===== config.mk =====
export PLATFORM = sky130hd
export DESIGN_NAME = lzwc_out_fifo
export DESIGN_NICKNAME = d
export VERILOG_FILES = /design/src/lzwc_pkg.sv /design/src/lzwc_out_fifo.sv
export SDC_FILE = /design/constraint.sdc
export NUM_CORES = 1
export LEC_CHECK = 0
export CAP_MARGIN = 20
export CELL_PAD_IN_SITES_DETAIL_PLACEMENT = 0
export CELL_PAD_IN_SITES_GLOBAL_PLACEMENT = 2
export CORE_MARGIN = 4
export CORE_UTILIZATION = 37
export DETAILED_ROUTE_END_ITERATION = 7
export DONT_BUFFER_PORTS = 1
export MAX_ROUTING_LAYER = met4
export PLACE_DENSITY_LB_ADDON = 0.1
export REMOVE_ABC_BUFFERS = 1
export SLEW_MARGIN = 20
export SYNTH_ARGS = -nofsm -noshare
export SYNTH_HDL_FRONTEND = slang
export SYNTH_SLANG_ARGS = --single-unit

===== constraint.sdc =====
create_clock -name i_clk -period 2.1 [get_ports i_clk]
set_input_delay 0.21 -clock i_clk [delete_from_list [all_inputs] [get_ports i_clk]]
set_output_delay 0.21 -clock i_clk [all_outputs]
set_load 0.03 [all_outputs]

===== src/lzwc_pkg.sv =====
`default_nettype none

package lzwc_pkg;

    // Default build: 12-bit codes, 4096-entry dictionary, 16 search cells
    localparam int CODE_LIMIT_DEF = 4096;
    localparam int CODE_BITS_DEF  = 12;
    localparam int NUM_CELLS_DEF  = 16;

    localparam int BYTE_W     = 8;
    // Codes below this are the implicit single-byte strings
    localparam int FIRST_FREE = 256;

    // Control part of a probe that travels down the cell chain
    typedef struct packed {
        logic active;   // probe slot carries a row lookup
        logic last;     // final row of the current search
        logic hit;      // some cell upstream matched the key
    } t_probe_ctl;

    typedef enum logic [2:0] {
        S_IDLE,
        S_DECIDE,
        S_SEARCH,
        S_DRAIN,
        S_MISS,
        S_FINISH,
        S_EMIT
    } t_state;

endpackage

`default_nettype wire


===== src/lzwc_out_fifo.sv =====
`default_nettype none

// Two-entry result queue; head entry drives the output port.
module lzwc_out_fifo #(
    parameter int DATA_W = lzwc_pkg::CODE_BITS_DEF
) (
    input  wire               i_clk,
    input  wire               i_rst_n,
    input  wire               i_push,
    input  wire [DATA_W-1:0]  i_push_code,
    input  wire               i_push_eos,
    output logic              o_push_ready,
    output logic              o_valid,
    input  wire               i_ready,
    output logic [DATA_W-1:0] o_code,
    output logic              o_eos
);

    logic              r_vld0, r_vld1;
    logic [DATA_W-1:0] r_code0, r_code1;
    logic              r_eos0, r_eos1;
    logic              n_vld0, n_vld1;
    logic [DATA_W-1:0] n_code0, n_code1;
    logic              n_eos0, n_eos1;

    assign o_push_ready = !r_vld1;
    assign o_valid      = r_vld0;
    assign o_code       = r_code0;
    assign o_eos        = r_eos0;

    always_comb begin
        n_vld0  = r_vld0;
        n_vld1  = r_vld1;
        n_code0 = r_code0;
        n_code1 = r_code1;
        n_eos0  = r_eos0;
        n_eos1  = r_eos1;
        if (r_vld0 && i_ready) begin
            n_vld0  = r_vld1;
            n_code0 = r_code1;
            n_eos0  = r_eos1;
            n_vld1  = 1'b0;
        end
        if (i_push && !r_vld1) begin
            if (!n_vld0) begin
                n_vld0  = 1'b1;
                n_code0 = i_push_code;
                n_eos0  = i_push_eos;
            end else begin
                n_vld1  = 1'b1;
                n_code1 = i_push_code;
                n_eos1  = i_push_eos;
            end
        end
    end

    always_ff @(posedge i_clk) begin
        if (!i_rst_n) begin
            r_vld0 <= 1'b0;
            r_vld1 <= 1'b0;
        end else begin
            r_vld0 <= n_vld0;
            r_vld1 <= n_vld1;
        end
    end

    always_ff @(posedge i_clk) begin
        r_code0 <= n_code0;
        r_code1 <= n_code1;
        r_eos0  <= n_eos0;
        r_eos1  <= n_eos1;
    end

endmodule

`default_nettype wire


==> impl_metrics.tcl, run 1 <==
set metrics [dict create \
    status "finished clean" \
    finalHoldViolations 0 \
    port_buffers 0 \
    worst-setup-path-type "flop to flop" \
    end_kind "flop" \
    drive_gt1_frac 0.389 \
    synth_most_common_cell "mux2_4" \
    grt_max_degree 16 \
    async_reset_ff_frac 0 \
    grt_pass1_vias 644 \
    tightest_slew_ps 456 \
    hold_path_class "input pin to flop" \
    start_util 0.400 \
    grt_pass1_wl_um 3080 \
    cts_tree "done" \
    maxSlewViolCount 0 \
    avgSynthCellArea_um2 17.3 \
    worst_ep_arrival_time_ps 1650 \
    grt_overflow 0 \
    cts_setup_buffers 0 \
    netlist_instances 66 \
    wire_per_inst_um 15.6 \
    critPathRequiredTime_ps 2320 \
    place_hpwl_um 1150 \
    synth_area_leader_cell "edfxtp_1" \
    chipHeight_um 63.6 \
    crit_fanout 14 \
    gp_congestion 0.605 \
    ys.flop_type "dfxtp_1" \
    netlist_area_um2 1140 \
    m1WireLength_um 787 \
    max_freq_mhz 698 \
    cts_root_buf "clkbuf_4" \
    met2_wirelength_um 936 \
    finalCritPeriodShare 0.682 \
    num_rows 19 \
    cts_buffers 3 \
    synth_edf_count 13 \
    synthTopCellsByCount "mux2_4, dfxtp_1, edfxtp_1, mux2_2" \
    htree_levels 1 \
    core_area_um2 2850 \
    rsz0062_at_grt "false" \
    whs_ps 29.4 \
    fin_crit_ps 1430 \
    antenna_found_initial 0 \
    met3_length_um 143 \
    grt_use_total 0.104 \
    design.die.area_um2 4040 \
    synth_area_leaders "edfxtp_1, dfxtp_1, mux2_4" \
    first_pass_iters 3 \
    antennaDiodeCount 0 \
    io_pins 32 \
    clk_pin_slew_ps 130 \
    wirelength_um 1890 \
    ctsHoldBuffers 13 \
    fp.dieW_um 63.6 \
    worst_slew_margin_rel 0.695 \
    nets 108 \
    routed-via-count 582 \
    yosysSeqAreaShare 0.605 \
    synth_top_area_share 0.342 \
    cts.sinks 28 \
    n_fill_cell 257 \
    drtIter0Drc 24 \
    multi_input_area_um2 437 \
    yosys.cell_types.count 14 \
    dr.max_layer_used "met4" \
    p_leak_uw 0.000577 \
    finalSetupViolations 0 \
    ctsResizeCount 0 \
    clock_latency_ps 330 \
    cap_violations 0 \
    finalPower_uw 1140 \
    seqCellArea_um2 691 \
    clockBufferDepth 2 \
    power_per_cell_area_nw_per_um2 808 \
    yosysWarnings 0 \
    synth_seq_cells 28 \
    vdd_ir_drop_max_v 0.000546 \
    start_kind "flop" \
    skew_ps 13.1 \
    via_per_inst 4.81 \
    postRouteAntennaNets 0 \
    drc_errors 0 \
    area_growth_pct 23.7 \
]
==> placed cells by master, fill, tap and decap left out <==
cell type	count
dlygate4sd3_1	19
a21oi_1	1
inv_1	2
nor2b_1	1
dfxtp_1	15
o21ai_0	1
edfxtp_1	13
clkbuf_1	1
mux2_4	18
nand2b_4	1
a21o_1	1
nor4bb_4	1
nand2_2	1
buf_4	3
clkbuf_4	3
a21boi_0	1
mux2_2	8
==> cell families after synthesis <==
group                  synth area share
and+or+nand+nor                  0.0318
AOI/OAI and AO/OA                0.0219
buffers and inverters            0.0263
muxes                             0.315
DFF                               0.605
==> worst max-delay path: stages (launching register included) <==
cell     delay, ps
dfxtp_1        340
nand2_2        350
mux2_2         380
mux2_2         260
==> flip-flops by register name, indices dropped and copies added, names as in the netlist <==
name	cells
o_code	12
o_eos	1
r_code1	12
o_valid	1
r_eos1	1
r_vld1	1
==> metrics by stage <==
stage	cell area (µm²)	setup slack [ps]	util	setup TNS (ps)	std cells
after floorplan	1120	-304	-	-4110	64
after global placement	1200	690	0.419	0	98
after detailed placement	1200	661	0.419	0	98
after CTS	1350	646	0.474	0	115
after global routing	1410	601	0.495	0	121
final	1410	668	0.495	0	121
==> cell type report <==
cell class / instances / area share
clock buffers: 4 / 0.0186
inverters: 2 / 0.00531
multi-input cells: 34 / 0.309
flip-flops and latches: 28 / 0.489
well taps: 31 / 0.0275
repair buffers: 22 / 0.151
==> path summary, 6_finish.rpt <==
check,startpoint,endpoint,slack (ps),cells after the start
setup / recovery,o_valid,o_code[1],670,3
hold / removal,i_push_code[0],o_code[0],30,1
setup reg to reg,o_valid,o_code[1],670,3
hold reg to reg,r_vld1,r_vld1,600,2
==> metal layers <==
layer  up-vias  track usage
met5         -            -
li1        289            -
met4         0       0.0323
met2        18        0.162
met3         2       0.0480
met1       273        0.118
==> power breakdown <==
part / leakage, µW / switching (µW) / internal, µW
Sequential: 0.000244 / 110 / 620
Combinational: 0.000318 / 54.0 / 133
Clock: 0.0000150 / 151 / 74.4
Total: 0.000577 / 314 / 827
Power figures use the tool's default switching activity.
==> inputs of run 2 (changes only) <==
Clock period 2.1 ns to 1.3 ns, I/O delays scaled along.
==> impl_metrics.tcl, run 2 (synthesized netlist as in run 1, its figures left out) <==
set metrics [dict create \
    slowest_stage "dfxtp_2" \
    cap_violations 0 \
    nets 122 \
    finalCritPeriodShare 0.965 \
    p_leak_uw 0.000655 \
    rsz0062_at_grt "false" \
    r2r_start "o_valid" \
    skew_ps 5.74 \
    start_util 0.400 \
    status "finished clean" \
    fp.dieW_um 63.6 \
    crit_fanout 8 \
    port_buffers 0 \
    mostFrequentLayoutCells "buf_4, mux2_4, dlygate4sd3_1" \
    clk_pin_slew_ps 130 \
    wirelength_um 1930 \
    worst_slew_margin_rel 0.825 \
    via_per_inst 4.72 \
    power_per_cell_area_nw_per_um2 1270 \
    tightest_slew_ps 262 \
    drtIter0Drc 26 \
    hp-start "i_ready" \
    place_hpwl_um 1360 \
    cpPeakStageDelay_ps 350 \
    finalHoldViolations 0 \
    gp_congestion 0.653 \
    critPathLaunch "o_valid" \
    clock_latency_ps 320 \
    design_area_um2 1530 \
    cts.sinks 28 \
    fin_crit_ps 1260 \
    critPathRequiredTime_ps 1520 \
    postRouteAntennaNets 0 \
    end_kind "flop" \
    grt_pass1_wl_um 3260 \
    worst-setup-path-type "flop to flop" \
    cts_buffers 3 \
    drc_errors 0 \
    finalPower_uw 1940 \
    wire_per_inst_um 14.3 \
    antennaDiodeCount 0 \
    finalSetupViolations 0 \
    worst_ep_arrival_time_ps 1470 \
    start_kind "flop" \
    grt_use_total 0.108 \
    max_freq_mhz 797 \
    drive_gt1_frac 0.529 \
    vdd_ir_drop_max_v 0.00102 \
    clockBufferDepth 2 \
    grt_overflow 0 \
    placed_cell_area_um2 1340 \
    antenna_found_initial 0 \
    routed-via-count 637 \
    num_rows 19 \
    first_pass_iters 2 \
    worst_path_most_repeated_cell "mux2_2" \
    chipHeight_um 63.6 \
    whs_ps 88.1 \
    cts_tree "done" \
    maxSlewViolCount 0 \
    design.die.area_um2 4040 \
    core_area_um2 2850 \
    final_common_cell "buf_4" \
    htree_levels 1 \
    cts_root_buf "clkbuf_4" \
    io_pins 32 \
    grt_pass1_vias 690 \
    grt_max_degree 16 \
    area_growth_pct 33.8 \
    crit_chain "nand2_2 > buf_12 > mux2_2 > mux2_2" \
    hold_path_class "input pin to flop" \
]
[run 2: changes by cell type in the layout (fill, tap and decap cells not counted), sizes merged]
| cell | before | now |
|---|---|---|
| dlygate4sd3 | 19 | 15 |
| buf | 3 | 21 |
[run 2: timing repair]
item,in CTS,in global routing
setup buffers,0,0
resized for setup,1,3
hold endpoints to repair,28,0
hold buffers,15,0
setup endpoints to repair,11,7
[run 2: path summary, 6_finish.rpt]
path                                end  slack, ps  cells after the start
worst max-delay path              o_eos         40                      4
worst min-delay path            o_valid         90                      3
worst max register to register    o_eos         40                      4
worst min register to register   r_vld1        580                      2
[run 2: final cells by class]
cell class | count | area [µm²]
Tap cell | 31 | 38.8
Clock buffer | 4 | 26.3
Inverter | 2 | 7.51
Fill cell | 253 | 1320
Multi-Input combinational cell | 34 | 437
Timing Repair Buffer | 36 | 324
Sequential cell | 28 | 696
[run 2: per-layer routing]
metal | share of wire | global-route usage | wire length (µm) | up-vias
met3 | 0.061 | 0.0355 | 117 | 2
li1 | - | - | - | 317
met4 | 0.0088 | 0.0323 | 17 | 0
met2 | 0.51 | 0.177 | 984 | 17
met1 | 0.42 | 0.125 | 805 | 301
met5 | 0 | - | 0 | -
[run 2: worst max-delay path, delay by kind of cell (launching register included)]
| family | cells | cell delay, ps |
|---|---|---|
| AND/OR/NAND/NOR | 1 | 100 |
| buffers and inverters | 1 | 140 |
| multiplexers | 2 | 580 |
| flip-flops | 1 | 350 |
[run 2: where the power goes]
part           internal, µW  switching [µW]
registers              1000            36.2
logic                   301             244
clock network           120             235
[run 2: per-stage QoR]
step	util	cells	worst slack, ps	setup TNS, ps
after floorplan	-	64	-1100	-18540
after global placement	0.471	116	18.5	0
after detailed placement	0.471	116	-4.34	-19.8
after CTS	0.533	135	15.7	0
after global routing	0.536	135	0.231	0
final	0.536	135	44.9	0
==> inputs of run 3 (changes only) <==
Settings changed: PLACE_DENSITY set to 0.81, PLACE_DENSITY_LB_ADDON 0.1 to not set.
==> impl_metrics.tcl, run 3 (synthesized netlist as in run 1, its figures left out) <==
set metrics [dict create \
    crit_buf_inv 1 \
    htree_levels 1 \
    io_pins 32 \
    hold_depth 3 \
    area_growth_pct 38.1 \
    grt_overflow 0 \
    crit_chain "nand2_4 > buf_12 > mux2_2 > mux2_2" \
    cap_violations 0 \
    cts_buffers 3 \
    place_inst 116 \
    crit_family "multiplexers" \
    clockBufferDepth 2 \
    max_freq_mhz 798 \
    r2r-end "o_code[1]" \
    first_pass_iters 4 \
    vdd_ir_drop_max_v 0.000909 \
    grt_pass1_wl_um 3310 \
    min_to "o_valid" \
    wire_per_inst_um 14.8 \
    fp.dieW_um 63.6 \
    rsz0062_at_grt "false" \
    postRouteAntennaNets 0 \
    design.die.area_um2 4040 \
    drtIter0Drc 22 \
    clock_latency_ps 320 \
    nets 123 \
    drive_gt1_frac 0.533 \
    cts_tree "done" \
    via_per_inst 4.85 \
    routed-via-count 660 \
    cpPeakStageDelay_ps 360 \
    num_rows 19 \
    p_leak_uw 0.000686 \
    worst_ep_arrival_time_ps 1480 \
    worst_slew_margin_rel 0.829 \
    clk_pin_slew_ps 130 \
    maxSlewViolCount 0 \
    port_buffers 0 \
    cts_root_buf "clkbuf_4" \
    power_per_cell_area_nw_per_um2 1280 \
    finalHoldViolations 0 \
    tightest_slew_ps 257 \
    slowest_stage "dfxtp_2" \
    end_kind "flop" \
    finalCritPeriodShare 0.963 \
    critPathRequiredTime_ps 1530 \
    crit_fanout 7 \
    gp_congestion 0.611 \
    antenna_found_initial 0 \
    core_area_um2 2850 \
    start_util 0.400 \
    rrSetupSlack_ps 50 \
    finalPower_uw 2010 \
    finalSetupViolations 0 \
    grt_use_total 0.106 \
    place_hpwl_um 1390 \
    grt_max_degree 16 \
    skew_ps 3.73 \
    chipHeight_um 63.6 \
    antennaDiodeCount 0 \
    reg2regPathDepth 4 \
    fin_crit_ps 1250 \
    status "finished clean" \
    finalNonFillerCells 136 \
    drc_errors 0 \
    wirelength_um 2020 \
    hold_path_class "input pin to flop" \
    hp-start "i_ready" \
    mostFrequentLayoutCells "mux2_4, buf_4, dlygate4sd3_1" \
    worst-setup-path-type "flop to flop" \
    r2r_start "o_valid" \
    whs_ps 75.2 \
    worst_path_most_repeated_cell "mux2_2" \
    grt_pass1_vias 708 \
    start_kind "flop" \
    cts.sinks 28 \
]
[run 3: cell types whose count changed in the layout (fill, tap and decap cells not counted), sizes merged]
| cell | delta |
|---|---|
| clkbuf | +1 |
[run 3: report_power, final]
| group | total [µW] | internal, µW | switching (µW) |
|---|---|---|---|
| Sequential | 1040 | 1000 | 38.6 |
| Clock | 408 | 171 | 237 |
| Combinational | 565 | 314 | 251 |
| Total | 2010 | 1490 | 526 |
[run 3: area by class of cell]
cell class,instances,area [µm²]
Fill cell,244,1270
Tap cell,31,38.8
Clock buffer,4,36.3
Sequential cell,28,692
Multi-Input combinational cell,34,442
Inverter,2,7.51
Timing Repair Buffer,37,362
[run 3: worst max-delay path by stage]
stage | cells past startpoint | start | to | slack [ps]
final | 4 | o_valid | o_code[1] | 50
after CTS | 4 | o_valid | o_code[1] | 9
after floorplan | 1 | o_valid | r_code1[0] | -1100
after detailed placement | 4 | o_valid | o_code[1] | 30
after global routing | 4 | o_valid | o_eos | 1
after global placement | 4 | o_valid | o_code[1] | 60
[run 3: timing repair]
action | in CTS | in global routing
hold buffers | 15 | 0
endpoints found under the hold margin | 28 | 0
resized for setup | 0 | 3
endpoints found under the setup margin | 0 | 13
buffers inserted | 0 | 0
[run 3: worst min-delay path, stage by stage]
cell and delay (ps):
inv_1 30, o21ai_0 130, a21boi_0 80
[run 3: per-layer routing]
layer,track usage,vias up,part of all wire
met4,0.0243,0,0.0064
met3,0.0462,2,0.075
met1,0.124,315,0.43
met5,-,-,0
met2,0.169,23,0.48
li1,-,320,-
[run 3: stage by stage]
| stage | util | setup TNS [ps] | setup WS (ps) | instance area (µm²) |
|---|---|---|---|---|
| 2_1_floorplan | - | -18540 | -1100 | 1120 |
| 3_3_place_gp | 0.475 | 0 | 57.6 | 1360 |
| 3_5_place_dp | 0.475 | 0 | 30.1 | 1360 |
| 4_1_cts | 0.541 | 0 | 9.32 | 1540 |
| 5_1_grt | 0.553 | 0 | 1.49 | 1580 |
| 6_report | 0.553 | 0 | 47.5 | 1580 |
